`src/rtl/ipsd_pkg.sv`:
```
package ipsd_pkg;

    // Default sine table resolution, in address bits over one full turn.
    localparam int SINE_TABLE_BITS_DEF = 10;

    // Voltage command limit, plus or minus one in Q2.14.
    localparam int VOLT_LIMIT = 16384;

    // sin(60 degrees) in Q30.
    localparam logic signed [30:0] SIN60_Q30 = 31'sd929887697;

    // Pi/2 in Q30, used while the sine tables of the design and the checker are built.
    localparam logic [63:0] HALF_PI_Q30 = 64'd1686629713;

    // Widths of the fixed-point intermediate values.
    localparam int PROD_W  = 30;  // d*cos and friends, Q28
    localparam int AB_W    = 31;  // alpha and beta, Q28
    localparam int SQ_W    = 60;  // alpha^2 and beta^2, Q56
    localparam int P_W     = 61;  // sin60 * alpha, Q58
    localparam int TIME_W  = 62;  // active vector times, Q58
    localparam int DUTY2_W = 63;  // doubled duty, Q59
    localparam int DUTY_W  = 16;

    typedef logic [2:0] sector_t;
    typedef logic signed [TIME_W-1:0] vtime_t;
    typedef logic signed [DUTY2_W-1:0] duty2_t;

    // Sector numbers.
    localparam sector_t SECT_1 = 3'd1;
    localparam sector_t SECT_2 = 3'd2;
    localparam sector_t SECT_3 = 3'd3;
    localparam sector_t SECT_4 = 3'd4;
    localparam sector_t SECT_5 = 3'd5;
    localparam sector_t SECT_6 = 3'd6;

    // First-quadrant sine in Q14 for k in 0..2^(bits-2), Taylor series to x^11.
    // Only evaluated with constant arguments while the table is built.
    function automatic logic [14:0] quarter_sine(input int k, input int bits);
        logic [63:0] x;
        logic [63:0] x2;
        logic [63:0] term;
        logic signed [63:0] sum;
        logic [63:0] r;
        x = (64'(k) * HALF_PI_Q30) >> (bits - 2);
        x2 = (x * x) >> 30;
        term = x;
        sum = signed'(x);
        term = ((term * x2) >> 30) / 64'd6;
        sum = sum - signed'(term);
        term = ((term * x2) >> 30) / 64'd20;
        sum = sum + signed'(term);
        term = ((term * x2) >> 30) / 64'd42;
        sum = sum - signed'(term);
        term = ((term * x2) >> 30) / 64'd72;
        sum = sum + signed'(term);
        term = ((term * x2) >> 30) / 64'd110;
        sum = sum - signed'(term);
        if (sum < 0)
        begin
            sum = '0;
        end
        r = (unsigned'(sum) + 64'd32768) >> 16;
        if (r > 64'(VOLT_LIMIT))
        begin
            r = 64'(VOLT_LIMIT);
        end
        return r[14:0];
    endfunction

    // Sector from {beta > 0, beta^2 > 3 alpha^2, alpha > 0}.
    function automatic sector_t sector_of(input logic [2:0] key);
        sector_t s;
        unique case (key)
            3'd0:    s = SECT_4;
            3'd1:    s = SECT_6;
            3'd2:    s = SECT_5;
            3'd3:    s = SECT_5;
            3'd4:    s = SECT_3;
            3'd5:    s = SECT_1;
            3'd6:    s = SECT_2;
            default: s = SECT_2;
        endcase
        return s;
    endfunction

    // Sector that follows, wrapping from six back to one.
    function automatic sector_t next_sector(input sector_t s);
        sector_t n;
        unique case (s)
            SECT_1:  n = SECT_2;
            SECT_2:  n = SECT_3;
            SECT_3:  n = SECT_4;
            SECT_4:  n = SECT_5;
            SECT_5:  n = SECT_6;
            default: n = SECT_1;
        endcase
        return n;
    endfunction

    // Switching vector of a sector: bit 0 is phase U, bit 1 V, bit 2 W.
    function automatic logic [2:0] vec_on(input sector_t s);
        logic [2:0] v;
        unique case (s)
            SECT_1:  v = 3'b001;
            SECT_2:  v = 3'b011;
            SECT_3:  v = 3'b010;
            SECT_4:  v = 3'b110;
            SECT_5:  v = 3'b100;
            default: v = 3'b101;
        endcase
        return v;
    endfunction

endpackage

```
`src/rtl/ipsd_rotate.sv`:
```
module ipsd_rotate (
    input  logic                                 clk,
    input  logic [1:0]                           en,
    input  logic signed [15:0]                   d_in,
    input  logic signed [15:0]                   q_in,
    input  logic signed [15:0]                   sin_in,
    input  logic signed [15:0]                   cos_in,
    output logic signed [ipsd_pkg::AB_W-1:0]     alpha_reg,
    output logic signed [ipsd_pkg::AB_W-1:0]     beta_reg
);

    logic signed [ipsd_pkg::PROD_W-1:0] dc_reg;
    logic signed [ipsd_pkg::PROD_W-1:0] qs_reg;
    logic signed [ipsd_pkg::PROD_W-1:0] ds_reg;
    logic signed [ipsd_pkg::PROD_W-1:0] qc_reg;
    logic signed [31:0]                 dc_full;
    logic signed [31:0]                 qs_full;
    logic signed [31:0]                 ds_full;
    logic signed [31:0]                 qc_full;
    logic signed [ipsd_pkg::AB_W-1:0]   alpha_next;
    logic signed [ipsd_pkg::AB_W-1:0]   beta_next;

    // Four products of the inverse Park rotation; each fits in Q28.
    assign dc_full = d_in * cos_in;
    assign qs_full = q_in * sin_in;
    assign ds_full = d_in * sin_in;
    assign qc_full = q_in * cos_in;

    always_ff @(posedge clk)
    begin
        if (en[0])
        begin
            dc_reg <= dc_full[ipsd_pkg::PROD_W-1:0];
            qs_reg <= qs_full[ipsd_pkg::PROD_W-1:0];
            ds_reg <= ds_full[ipsd_pkg::PROD_W-1:0];
            qc_reg <= qc_full[ipsd_pkg::PROD_W-1:0];
        end
    end

    // alpha = d cos - q sin, beta = d sin + q cos.
    assign alpha_next = ipsd_pkg::AB_W'(dc_reg) - ipsd_pkg::AB_W'(qs_reg);
    assign beta_next  = ipsd_pkg::AB_W'(ds_reg) + ipsd_pkg::AB_W'(qc_reg);

    always_ff @(posedge clk)
    begin
        if (en[1])
        begin
            alpha_reg <= alpha_next;
            beta_reg  <= beta_next;
        end
    end

endmodule

```
`config.mk`:
```
export PLATFORM = sky130hd
export DESIGN_NAME = ipsd_rotate
export DESIGN_NICKNAME = d
export VERILOG_FILES = /design/src/rtl/ipsd_pkg.sv /design/src/rtl/ipsd_rotate.sv
export SDC_FILE = /design/constraint.sdc
export NUM_CORES = 2
export LEC_CHECK = 0
export BUFFER_PORTS_ARGS = -buffer_cell sky130_fd_sc_hd__buf_2
export CAP_MARGIN = 15
export CORE_AREA = 2 2 270 272
export CTS_BUF_LIST = sky130_fd_sc_hd__clkbuf_4 sky130_fd_sc_hd__clkbuf_8 sky130_fd_sc_hd__clkbuf_16
export CTS_CLUSTER_DIAMETER = 50
export DETAILED_ROUTE_END_ITERATION = 12
export DIE_AREA = 0 0 272 274
export PLACE_DENSITY = 0.83
export SYNTH_ARGS = -nofsm -noshare
export SYNTH_HDL_FRONTEND = slang
export SYNTH_SLANG_ARGS = --single-unit
```
`constraint.sdc`:
```
create_clock -name clk -period 17.7 [get_ports clk]
set_input_delay 3.54 -clock clk [delete_from_list [all_inputs] [get_ports clk]]
set_output_delay 3.54 -clock clk [all_outputs]
set_load 0.02 [all_outputs]
```
# Word level (Yosys, flattened, before mapping)
# Index checks and enable logic that the tools add are counted.
# Widths: inputs -> output; s select.
[word_totals] reg_bits=182 in_bits=67 out_inout_bits=62 word_cells=12
[classes] addsub=2 multipliers=4
[op_table] operator="$mul 16x16->30" n=4
[op_table] operator="$add 30x30->31" n=1
[op_table] operator="$sub 30x30->31" n=1

# Depth between registers and ports, before layout
[depth] ltp_word=1 mapped_depth=26 mapped_depth_nobuf=23

# Least setup slack after synthesis
# OpenSTA, ideal clock, no wires.
[synth_path] kind="input-to-reg" from="input d_in[15]" to="register ds_reg[28] in the netlist's numbering, data pin" setup_ns=0.258 t_arrival_ns=9.188 t_required_ns=17.442 setup_slack_ns=8.254 stages=22 n_path_buf=2 path_cell_list="clkbuf_1 -> clkbuf_1 -> nand2_1 -> inv_1 -> fa_1 -> fa_1 -> fa_1 -> fa_1 -> fa_1 -> inv_1 -> fa_1 -> inv_1 -> ha_1 -> and3_1 -> a221oi_1 -> nor2b_1 -> a311oi_1 -> o2111ai_1 -> nand4_1 -> a31o_2 -> a21oi_1 -> xnor2_1"
[synth_via] elab_chain_len=1
[synth_lines] item="start, declared" line="ipsd_rotate.sv:4" rtl="input logic signed [15:0] d_in,"
[synth_lines] item="$mul 16x16->30" line="ipsd_rotate.sv:26" rtl="assign ds_full = d_in * sin_in;"
[synth_lines] item="via ds_full[28]" line="ipsd_rotate.sv:18" rtl="logic signed [31:0] ds_full;"
[synth_lines] item="end signal, assigned" line="ipsd_rotate.sv:35" rtl="ds_reg <= ds_full[ipsd_pkg::PROD_W-1:0];"
[synth_lines] item="end, declared" line="ipsd_rotate.sv:14" rtl="logic signed [ipsd_pkg::PROD_W-1:0] ds_reg;"
# The timed path passes the listed nets, and every way through them passes these cells.
# A chain may end at the register's enable or synchronous reset.

# Final worst setup path
[layout_path] from="input cos_in[1]" to="register dc_reg[26] in the netlist's numbering, data pin"
[layout_via] elab_chain_len=1
[layout_lines] item="start, declared" line="ipsd_rotate.sv:7" rtl="input logic signed [15:0] cos_in,"
[layout_lines] item="$mul 16x16->30" line="ipsd_rotate.sv:24" rtl="assign dc_full = d_in * cos_in;"
[layout_lines] item="via dc_full[26]" line="ipsd_rotate.sv:16" rtl="logic signed [31:0] dc_full;"
[layout_lines] item="end signal, assigned" line="ipsd_rotate.sv:33" rtl="dc_reg <= dc_full[ipsd_pkg::PROD_W-1:0];"
[layout_lines] item="end, declared" line="ipsd_rotate.sv:12" rtl="logic signed [ipsd_pkg::PROD_W-1:0] dc_reg;"
# The timed path passes the listed nets, and every way through them passes these cells.

==> metrics <==
CP required 17.94 ns; core box area 71970 um^2; vias per inst roughly 5.6; clock-pin slew on the worst setup and hold paths 0.08 ns; TritonCTS clock tree yes; total iterations of the first detailed-routing run 6; I/O Buffers 128; asr flop ratio synth 0%; Crit Path Category input pin to register; mean routed wirelength per cell 18.16 um; chip height 274 um; Final Max Slew Viols 0; cts repair resizes 0; CP endpoint kind register; Net Count, Synth 6260; setup violators final 0; post-synthesis cell type count 67; number of synthesized flops with an enable pin 182; Worst R2R End alpha_reg[27]$_DFFE_PP_; R2R setup slack 14.25 ns; synthesized area approximately 46000 um^2; worst min path class register to register; ANT nets after route 0; initial antenna violation count 4; 1st-iter DRT viols roughly 2400; RSZ-0062 raised after global routing false; post-detail-place hpwl 81940 um; Rel. slew slack 40.01%; Setup Buffers After CTS 0; routed via count about 32000; Arrival @ worst endpoint a little over 10 ns; DIE AREA between 70000 and 80000 um^2; worst reg2reg path depth 10; Critical Path Start Type input pin; Setup TNS 0 ns; clock skew 0.02329 ns; H-tree levels 4; number of nets in the layout between 6000 and 7000; CTS sink count 182; Post-route DRC 0; post-synthesis sequential area ratio 11.85%; crit path max fanout 32; achievable clock frequency between 100 and 150 MHz; reg2reg start dc_reg[1]$_DFFE_PP_; cells after synthesis 4823; first-pass GRT wire length 176700 um; synthesized flop and latch total 182; final hold vios 0; fillers 5539; largest net degree at the start of global routing 63; minimum clock period 9.809 ns; hold path start qc_reg[0]$_DFFE_PP_; # IOs 129; cts bufs inserted 17; Clock Latency Late Sink 0.50 ns; fraction of layout cells with a size suffix above 1 3.981%; Mean Syn Cell Area 9.561 um^2; final WL 104600 um; Placer Congestion 0.9288; actual slew at the worst max-slew pin 0.8999 ns; fin crit share 55.42%; number of global-route vias before repair 35390; Starting Density 64.07%; Max Root-Sink Buffers 2; gr ovfl total 0; area delta synth->final 3.807%; crit path from cos_in[1]; num rows 99; die width 272 um; CTS Hold Bufs 0; end of the critical path dc_reg[26]$_DFFE_PP_; max cap viols 0; GR Util All Layers a little under a third; Top FF cell, synth edfxtp_1; CTS root buffer clkbuf_16; status complete, no violations; synth warn 0
-- critical path, stage by stage --
cell	delay (ns)
buf_2	0.55
nand2_1	0.18
fa_1	0.54
fa_1	0.57
fa_1	0.45
fa_1	0.55
inv_1	0.05
fa_1	0.51
fa_1	0.42
ha_1	0.35
a21o_1	0.20
a21oi_1	0.34
o211ai_1	0.22
a2111oi_0	0.78
o32ai_1	0.30
a21o_1	0.24
a21oi_1	0.17
xnor2_1	0.08
-- cell usage after synthesis, types with 21 or more instances --
cell type,count,area [um^2]
ha_1,376,4705
xor2_1,45,394.1
nand3_1,29,145.1
nor3_1,21,105.1
and2_1,494,3090
a21o_1,68,510.5
edfxtp_1,182,5465
o21a_1,33,247.7
clkbuf_1,194,728.2
a21oi_1,122,610.6
fa_1,994,19900
xnor2_1,157,1375
nor2_1,110,412.9
o21bai_1,21,157.7
nand2b_1,45,281.5
nand2_1,532,1997
o21ai_0,54,270.3
inv_1,1191,4471
-- layout by cell type, fill, tap and decap left out, drive strengths merged, types with 7 or more instances in the layout --
cell type	synthesis	routed
nand3	29	29
ha	376	376
nand4	7	7
o211ai	8	8
fa	994	994
nand2	532	532
a211oi	20	20
nor2	110	110
buf	1	138
clkinv	1	7
xnor2	157	157
a31oi	7	7
edfxtp	182	182
o21ai	56	56
xor2	45	45
a21oi	122	122
o31a	7	7
a21o	68	68
nor2b	14	14
o21a	33	33
or3	7	7
and2	494	494
clkbuf	194	17
nor3	21	21
inv	1191	1198
nand2b	45	45
o21bai	21	21
and3	14	14
-- per-stage QoR --
| stage | instances | hold slack (ns) | worst slack (ns) | util [%] | area, um^2 |
|---|---|---|---|---|---|
| after floorplan | 4823 | 0.5128 | 8.254 | - | 46110 |
| after global placement | 5725 | 0.5504 | 7.563 | 65.72 | 47300 |
| after detailed placement | 5725 | 0.5325 | 7.523 | 65.72 | 47300 |
| after CTS | 5757 | 0.5490 | 8.056 | 66.51 | 47860 |
| after global routing | 5759 | 0.5767 | 7.556 | 66.51 | 47870 |
| final | 5759 | 0.5512 | 7.891 | 66.51 | 47870 |
-- cell type report --
| type | count | area, um^2 | share of cell area, % |
|---|---|---|---|
| diodes | 2 | 5.005 | 0.01046 |
| clock buffers | 17 | 425.4 | 0.8887 |
| clock inverters | 15 | 138.9 | 0.2901 |
| inverters | 1192 | 4474 | 9.347 |
| multi-input cells | 3254 | 35440 | 74.04 |
| flip-flops and latches | 182 | 5465 | 11.42 |
| well taps | 959 | 1200 | 2.507 |
| repair buffers | 138 | 718.2 | 1.500 |
-- worst min-delay path by stage --
stage                            end  slack, ns  cells after the start
2_1_floorplan  beta_reg[0]$_DFFE_PP_       0.51                      1
3_3_place_gp   beta_reg[0]$_DFFE_PP_       0.55                      1
6_report       beta_reg[0]$_DFFE_PP_       0.55                      1
3_5_place_dp   beta_reg[0]$_DFFE_PP_       0.53                      1
4_1_cts        beta_reg[0]$_DFFE_PP_       0.55                      1
5_1_grt        beta_reg[0]$_DFFE_PP_       0.58                      1
-- per-layer routing --
| layer | part of all wire, % | wire, um | global-route usage, % | vias to the layer above |
|---|---|---|---|---|
| li1 | - | - | - | 14280 |
| met1 | 38 | 40020 | 38.84 | 16470 |
| met2 | 50 | 52170 | 51.28 | 1287 |
| met3 | 7.2 | 7567 | 4.422 | 275 |
| met4 | 4.6 | 4802 | 12.70 | 4 |
| met5 | 0.027 | 28 | 0 | - |
-- logic make-up after synthesis --
logic type                 synth area share, %
DFF                                      11.85
and+or+nand+nor                          13.97
xor gates and xnor gates                 3.837
AOI/OAI and AO/OA                        5.655
buffers and inverters                    11.29
adders and majority gates                53.36
muxes                                  0.04342
Power is not shown: default switching activity piles up to over one toggle a cycle in this logic, so the estimate is an artifact.
