**config.mk**
```make
export PLATFORM = sky130hd
export DESIGN_NAME = ipsd_duty
export DESIGN_NICKNAME = d
export VERILOG_FILES = /design/src/rtl/ipsd_pkg.sv /design/src/rtl/ipsd_duty.sv
export SDC_FILE = /design/constraint.sdc
export NUM_CORES = 2
export LEC_CHECK = 0
export BUFFER_PORTS_ARGS = -buffer_cell sky130_fd_sc_hd__buf_2
export CORE_MARGIN = 1
export CORE_UTILIZATION = 65
export CTS_CLUSTER_SIZE = 30
export DETAILED_ROUTE_END_ITERATION = 8
export PLACE_DENSITY_LB_ADDON = 0.08
export SLEW_MARGIN = 40
export SYNTH_ARGS = -nofsm -noshare
export SYNTH_HDL_FRONTEND = slang
export SYNTH_SLANG_ARGS = --single-unit
```
**constraint.sdc**
```tcl
create_clock -name clk -period 13.5 [get_ports clk]
set_input_delay 2.7 -clock clk [delete_from_list [all_inputs] [get_ports clk]]
set_output_delay 2.7 -clock clk [all_outputs]
set_load 0.05 [all_outputs]
```
**src/rtl/ipsd_pkg.sv**
```systemverilog
package ipsd_pkg;

    // Default sine table resolution, in address bits over one full turn.
    localparam int SINE_TABLE_BITS_DEF = 10;

    // Voltage command limit, plus or minus one in Q2.14.
    localparam int VOLT_LIMIT = 16384;

    // sin(60 degrees) in Q30.
    localparam logic signed [30:0] SIN60_Q30 = 31'sd929887697;

    // Pi/2 in Q30, used while the sine tables of the design and the checker are built.
    localparam logic [63:0] HALF_PI_Q30 = 64'd1686629713;

    // Widths of the fixed-point intermediate values.
    localparam int PROD_W  = 30;  // d*cos and friends, Q28
    localparam int AB_W    = 31;  // alpha and beta, Q28
    localparam int SQ_W    = 60;  // alpha^2 and beta^2, Q56
    localparam int P_W     = 61;  // sin60 * alpha, Q58
    localparam int TIME_W  = 62;  // active vector times, Q58
    localparam int DUTY2_W = 63;  // doubled duty, Q59
    localparam int DUTY_W  = 16;

    typedef logic [2:0] sector_t;
    typedef logic signed [TIME_W-1:0] vtime_t;
    typedef logic signed [DUTY2_W-1:0] duty2_t;

    // Sector numbers.
    localparam sector_t SECT_1 = 3'd1;
    localparam sector_t SECT_2 = 3'd2;
    localparam sector_t SECT_3 = 3'd3;
    localparam sector_t SECT_4 = 3'd4;
    localparam sector_t SECT_5 = 3'd5;
    localparam sector_t SECT_6 = 3'd6;

    // First-quadrant sine in Q14 for k in 0..2^(bits-2), Taylor series to x^11.
    // Only evaluated with constant arguments while the table is built.
    function automatic logic [14:0] quarter_sine(input int k, input int bits);
        logic [63:0] x;
        logic [63:0] x2;
        logic [63:0] term;
        logic signed [63:0] sum;
        logic [63:0] r;
        x = (64'(k) * HALF_PI_Q30) >> (bits - 2);
        x2 = (x * x) >> 30;
        term = x;
        sum = signed'(x);
        term = ((term * x2) >> 30) / 64'd6;
        sum = sum - signed'(term);
        term = ((term * x2) >> 30) / 64'd20;
        sum = sum + signed'(term);
        term = ((term * x2) >> 30) / 64'd42;
        sum = sum - signed'(term);
        term = ((term * x2) >> 30) / 64'd72;
        sum = sum + signed'(term);
        term = ((term * x2) >> 30) / 64'd110;
        sum = sum - signed'(term);
        if (sum < 0)
        begin
            sum = '0;
        end
        r = (unsigned'(sum) + 64'd32768) >> 16;
        if (r > 64'(VOLT_LIMIT))
        begin
            r = 64'(VOLT_LIMIT);
        end
        return r[14:0];
    endfunction

    // Sector from {beta > 0, beta^2 > 3 alpha^2, alpha > 0}.
    function automatic sector_t sector_of(input logic [2:0] key);
        sector_t s;
        unique case (key)
            3'd0:    s = SECT_4;
            3'd1:    s = SECT_6;
            3'd2:    s = SECT_5;
            3'd3:    s = SECT_5;
            3'd4:    s = SECT_3;
            3'd5:    s = SECT_1;
            3'd6:    s = SECT_2;
            default: s = SECT_2;
        endcase
        return s;
    endfunction

    // Sector that follows, wrapping from six back to one.
    function automatic sector_t next_sector(input sector_t s);
        sector_t n;
        unique case (s)
            SECT_1:  n = SECT_2;
            SECT_2:  n = SECT_3;
            SECT_3:  n = SECT_4;
            SECT_4:  n = SECT_5;
            SECT_5:  n = SECT_6;
            default: n = SECT_1;
        endcase
        return n;
    endfunction

    // Switching vector of a sector: bit 0 is phase U, bit 1 V, bit 2 W.
    function automatic logic [2:0] vec_on(input sector_t s);
        logic [2:0] v;
        unique case (s)
            SECT_1:  v = 3'b001;
            SECT_2:  v = 3'b011;
            SECT_3:  v = 3'b010;
            SECT_4:  v = 3'b110;
            SECT_5:  v = 3'b100;
            default: v = 3'b101;
        endcase
        return v;
    endfunction

endpackage

```
**src/rtl/ipsd_duty.sv**
```systemverilog
module ipsd_duty (
    input  logic                            clk,
    input  logic [1:0]                      en,
    input  ipsd_pkg::vtime_t                tm_in,
    input  ipsd_pkg::vtime_t                tn_in,
    input  ipsd_pkg::sector_t               sect_in,
    output logic [ipsd_pkg::DUTY_W-1:0]     duty_u_reg,
    output logic [ipsd_pkg::DUTY_W-1:0]     duty_v_reg,
    output logic [ipsd_pkg::DUTY_W-1:0]     duty_w_reg,
    output ipsd_pkg::sector_t               sect_reg,
    output logic                            ovm_reg
);

    localparam ipsd_pkg::duty2_t ONE_Q58 = ipsd_pkg::duty2_t'(1) <<< 58;

    logic [2:0]        on_a;
    logic [2:0]        on_b;
    ipsd_pkg::duty2_t  tm_w;
    ipsd_pkg::duty2_t  tn_w;
    ipsd_pkg::duty2_t  t0;
    ipsd_pkg::duty2_t  d2_next [3];
    ipsd_pkg::duty2_t  d2_reg [3];
    ipsd_pkg::sector_t sect1_reg;
    logic              neg1_reg;

    assign on_a = ipsd_pkg::vec_on(sect_in);
    assign on_b = ipsd_pkg::vec_on(ipsd_pkg::next_sector(sect_in));
    assign tm_w = ipsd_pkg::DUTY2_W'(tm_in);
    assign tn_w = ipsd_pkg::DUTY2_W'(tn_in);
    assign t0   = ONE_Q58 - tm_w - tn_w;

    // Doubled duty t0 + 2 a tm + 2 b tn, written as one three-input sum per phase.
    always_comb
    begin
        for (int j = 0; j < 3; j++)
        begin
            d2_next[j] = ONE_Q58 + (on_a[j] ? tm_w : -tm_w) + (on_b[j] ? tn_w : -tn_w);
        end
    end

    always_ff @(posedge clk)
    begin
        if (en[0])
        begin
            d2_reg    <= d2_next;
            sect1_reg <= sect_in;
            neg1_reg  <= t0[ipsd_pkg::DUTY2_W-1];
        end
    end

    // Round the Q59 doubled duty to Q0.16 and saturate.
    function automatic logic [ipsd_pkg::DUTY_W-1:0] to_duty(input ipsd_pkg::duty2_t d2);
        logic [ipsd_pkg::DUTY2_W-1:0] r;
        logic [ipsd_pkg::DUTY_W-1:0]  res;
        r = (unsigned'(d2) + (ipsd_pkg::DUTY2_W'(1) << 42)) >> 43;
        if (d2 <= 0)
        begin
            res = '0;
        end
        else if (r > ipsd_pkg::DUTY2_W'(16'hFFFF))
        begin
            res = '1;
        end
        else
        begin
            res = r[ipsd_pkg::DUTY_W-1:0];
        end
        return res;
    endfunction

    always_ff @(posedge clk)
    begin
        if (en[1])
        begin
            duty_u_reg <= to_duty(d2_reg[0]);
            duty_v_reg <= to_duty(d2_reg[1]);
            duty_w_reg <= to_duty(d2_reg[2]);
            sect_reg   <= sect1_reg;
            ovm_reg    <= neg1_reg;
        end
    end

endmodule

```
Word level (Yosys, flattened, before mapping)
Cells that the tools add are included.
{ "word_totals": {"reg_bits": 245} }
{ "op_classes": {"addsub": 13, "magnitude_cmp": 6, "muxes": 12, "n_eq_ne": 10} }
{ "ops": {"columns": ["cell", "n"], "rows": [
  ["63-bit 2-to-1 mux", 6],
  ["60-bit by 63-bit adder with 63-bit output, first input constant", 3],
  ["63-bit by 43-bit adder with 63-bit output, second input constant", 3],
  ["63-bit adder", 3],
  ["63-bit by 1-bit <= comparator with 1-bit output, second input constant", 3],
  ["62-bit negator with 63-bit output", 2],
  ["60-bit by 62-bit subtractor with 63-bit output, first input constant", 1],
  ["63-bit by 62-bit subtractor with 63-bit output", 1],
  ["20-bit by 16-bit > comparator with 1-bit output, second input constant", 3],
  ["16-bit 2-to-1 mux", 3],
  ["3-bit one-hot mux with 5 select lines", 3],
  ["3-bit by 2-bit == test with 1-bit output, second input constant", 4],
  ["3-bit == test, second input constant", 4],
  ["3-bit by 1-bit == test with 1-bit output, second input constant", 2]
]} }

Depth between registers and ports, before layout
{ "depth": {"ltp_word": 6, "mapped_depth": 25, "mapped_depth_nobuf": 23} }

Worst setup path before layout
OpenSTA, ideal clock, no wires.
{ "synth_timing": {"kind": "in2reg", "start": "input port tn_in[14]", "end": "register d2_reg[188] in the netlist's numbering, data pin", "slack_ps": 5101, "cell_stages": 24, "t_arrival_ps": 8139, "cell_sequence": "clkbuf_1 -> or4_1 -> nor4_1 -> nand3_1 -> nor2b_1 -> nand2_1 -> or3_1 -> or3_1 -> or3_1 -> nand2_1 -> xnor2_1 -> ha_1 -> ha_1 -> clkbuf_1 -> a21oi_1 -> o21ai_0 -> a221oi_1 -> o311ai_0 -> nor2_1 -> nand2_1 -> a221oi_1 -> o21ai_0 -> o21ai_0 -> xnor2_1"} }
{ "synth_lines": {"columns": ["item", "line_no", "rtl"], "rows": [
  ["start, declared", "ipsd_duty.sv:5", "input ipsd_pkg::vtime_t tn_in,"],
  ["end signal, assigned", "ipsd_duty.sv:45", "d2_reg <= d2_next;"],
  ["end, declared", "ipsd_duty.sv:22", "ipsd_pkg::duty2_t d2_reg [3];"]
]} }

==> impl_metrics.json <==
{
  "status": "finished clean",
  "coreArea_um2": 45580,
  "setup_violations": 0,
  "path_clk_slew_ns": 0.07,
  "overflow": 0,
  "max-slew-margin-rel": 0.3691,
  "cts.sink_count": 243,
  "p_leak_nw": 14.32,
  "synth_top_area_share": 0.2415,
  "drt_iter0_drc": 3078,
  "min_period_over_period": 0.6952,
  "synth_edf_count": 243,
  "finalCriticalPeriod_ns": 9.385,
  "ys_seq_area_frac": 0.2415,
  "finalClockSkew_ns": 0.02984,
  "clockPowerShare": 0.157,
  "grt_max_degree": 79,
  "antenna_found_initial": 2,
  "slew_viol_final": 0,
  "async_flop_share": 0,
  "use_met3": 0.07476,
  "yosysMostFrequentCell": "ha_1",
  "cp-endpoint": "d2_reg[188]$_DFFE_PP_",
  "io_pins": 182,
  "ys_types": 74,
  "r2r-end": "duty_w_reg[11]$_SDFFCE_PP0P_",
  "yosys_warnings": 0,
  "power_frac_comb": 0.548,
  "vias": 28460,
  "gr-usage-met1": 0.5241,
  "syn_area_per_cell_um2": 8.388,
  "critPathRequiredTime_ns": 13.82,
  "busiest_layer": "met2",
  "start_kind": "primary input",
  "cts-htree-levels": 1,
  "die_height_um": 217.6,
  "grt_pass1_vias": 27380,
  "nets": 4300,
  "avgRoutedWirePerCell_um": 23.62,
  "synth_ff_type": "edfxtp_1",
  "die_area_um2": 47360,
  "worstSetupPathType": "primary input to flop",
  "critPathMaxFanout": 8,
  "io_buffers": 181,
  "start_util": 0.6631,
  "rsz0062_at_grt": "false",
  "cts_buffer_depth": 3,
  "die_w_um": 217.6,
  "grt_pass1_wl_um": 154400,
  "yosys-top-cells-area": "edfxtp_1, ha_1, xnor2_1",
  "seqPwrFrac": 0.294,
  "wirelength_um": 101400,
  "synthesis.area_um2": 30220,
  "placed_cell_area_um2": 31590,
  "sw_frac_of_total": 0.4549,
  "insertion_delay_ns": 0.60,
  "final_area_um2": 32520,
  "worstMarginPinSlew_ns": 0.9392,
  "internal_power_mw": 2.678,
  "yosys_register_bits": 243,
  "cts_setup_buffers": 0,
  "drcViolationCount": 0,
  "first_pass_iters": 8,
  "fmax_mhz": 106.6,
  "ant_nets": 0,
  "powerDensity_nw_per_um2": 151.0,
  "numCtsBuffers": 28,
  "avgViaCountPerCell": 6.629,
  "largest_reg_flops": 187,
  "holdPathStages": 0,
  "rr_worst_depth": 7,
  "syn_nets": 4233,
  "syn_inst": 3603,
  "finalHoldViolCount": 0,
  "yosysTopAreaCell": "edfxtp_1",
  "fillers": 3542,
  "finalSetupTns_ns": 0,
  "switchingPower_mw": 2.235,
  "core.rowCount": 78,
  "grt_usage": 0.4239,
  "cp_data_arrival_time_ns": 9.70,
  "clock-root-buffer": "clkbuf_16",
  "synthTopCellsByCount": "ha_1, xnor2_1, nor2_1",
  "area.growth.synth_to_final_pct": 7.618,
  "finalCoreUtilization": 0.7136,
  "gp_congestion": 1.082,
  "drv_cap": 0,
  "cts_resized": 0,
  "drive_gt1_frac": 0.07753,
  "setup.worst_path.start": "tm_in[2]",
  "vdd_ir_drop_max_uv": 149.2,
  "postCtsHoldBufs": 0,
  "reg2reg_slack_ns": 10.33,
  "r2r-start": "d2_reg[42]$_DFFE_PP_",
  "cts_tree": "done",
  "hp-class": "flop to flop",
  "dp_hpwl_um": 81630,
  "grtUsageMet2": 0.6880,
  "end_kind": "flop"
}
-- critical path, stage by stage --
cell and delay, ns:
buf_2 0.11, nor3_1 0.46, nand4_1 0.52, or3_1 0.64, or3_1 0.45, nor3_1 0.37
and3_1 0.32, nand3b_1 0.15, nor3_1 0.47, nor2_1 0.11, xnor2_1 0.16, ha_1 0.30
ha_1 0.44, nand4_1 0.22, nor4_1 0.66, o2111ai_1 0.21, o22ai_1 0.32, nor2_1 0.20
nand2_1 0.14, a221oi_1 0.16, o21ai_0 0.28, o21ai_0 0.15, xnor2_1 0.14
-- logic make-up (layout without fill, tap and decap cells) --
kind of cell | count (synthesis) | in the layout | synth area share
AND/OR/NAND/NOR | 1204 | 1204 | 0.1898
AO/OA/AOI/OAI | 707 | 707 | 0.1437
XOR/XNOR | 583 | 583 | 0.1690
adder cells (fa/ha/maj) | 500 | 500 | 0.2078
buffers and inverters | 356 | 442 | 0.04496
flip-flops | 243 | 243 | 0.2415
multiplexers | 10 | 10 | 0.003354
other | 0 | 4 | 0
-- layout make-up --
class                      instances  area, um^2  area share
antenna                            4       10.01   0.0003078
clock buffer                      30       708.2     0.02177
clock inverter                    19       193.9    0.005963
inverter                         191       716.9     0.02204
multi-input combinational       3004       21700      0.6673
sequential                       243        7297      0.2244
tap                              600       750.7     0.02308
timing repair buffer             202        1144     0.03516
-- power by group through the flow --
stage	clock network, mW	logic, mW	registers, mW
final	0.773	2.69	1.45
after global routing	0.796	2.91	1.46
after global placement	0	2.52	1.43
after detailed placement	0	2.59	1.44
after floorplan	0	1.78	1.48
after CTS	0.771	2.62	1.43
-- per-layer routing --
metal | up-vias | wire length, um
li1 | 12970 | -
met1 | 13330 | 38750
met5 | - | 13
met2 | 1746 | 45330
met4 | 2 | 7284
met3 | 410 | 10000
-- worst min-delay path by stage --
stage | from | end | slack [ns]
3_5_place_dp | sect1_reg[1]$_DFFE_PP_ | sect_reg[1]$_DFFE_PP_ | 0.41
3_3_place_gp | sect1_reg[1]$_DFFE_PP_ | sect_reg[1]$_DFFE_PP_ | 0.40
2_1_floorplan | neg1_reg$_DFFE_PP_ | ovm_reg$_DFFE_PP_ | 0.40
4_1_cts | sect1_reg[1]$_DFFE_PP_ | sect_reg[1]$_DFFE_PP_ | 0.42
6_report | sect1_reg[1]$_DFFE_PP_ | sect_reg[1]$_DFFE_PP_ | 0.42
5_1_grt | sect1_reg[1]$_DFFE_PP_ | sect_reg[1]$_DFFE_PP_ | 0.44
-- layout by cell type (no fill, tap or decap), types with 7 or more instances in the layout --
cell type / count
xor2_1: 94
nand3_1: 90
a21boi_0: 13
nand2_1: 342
nor3b_1: 7
nor3_1: 73
ha_1: 497
inv_1: 166
clkinv_1: 31
nor2b_1: 32
o21a_1: 20
nor4_1: 50
a21oi_1: 267
a2111oi_0: 8
nand2b_1: 24
o21ai_0: 141
mux2i_1: 9
nor2_1: 351
or4_1: 12
a31oi_1: 23
edfxtp_1: 243
buf_4: 15
a21o_1: 103
nor4_2: 8
and4_1: 10
and2_1: 14
buf_2: 180
or3_1: 31
nand4_1: 86
o31ai_1: 10
o211ai_1: 11
xnor2_1: 489
and3_1: 37
o21bai_1: 30
a221oi_1: 7
a211oi_1: 20
clkbuf_16: 28
or2_2: 7
-- through the flow --
| step | hold WS [ns] | setup slack, ns | power, mW | std cells |
|---|---|---|---|---|
| after floorplan | 0.4003 | 5.101 | 3.258 | 3603 |
| after global placement | 0.4018 | 3.838 | 3.948 | 4235 |
| after detailed placement | 0.4057 | 3.678 | 4.033 | 4239 |
| after CTS | 0.4208 | 4.274 | 4.826 | 4288 |
| after global routing | 0.4402 | 3.596 | 5.170 | 4289 |
| final | 0.4188 | 4.115 | 4.912 | 4293 |
Note: power is estimated with default switching activity, not from simulation.
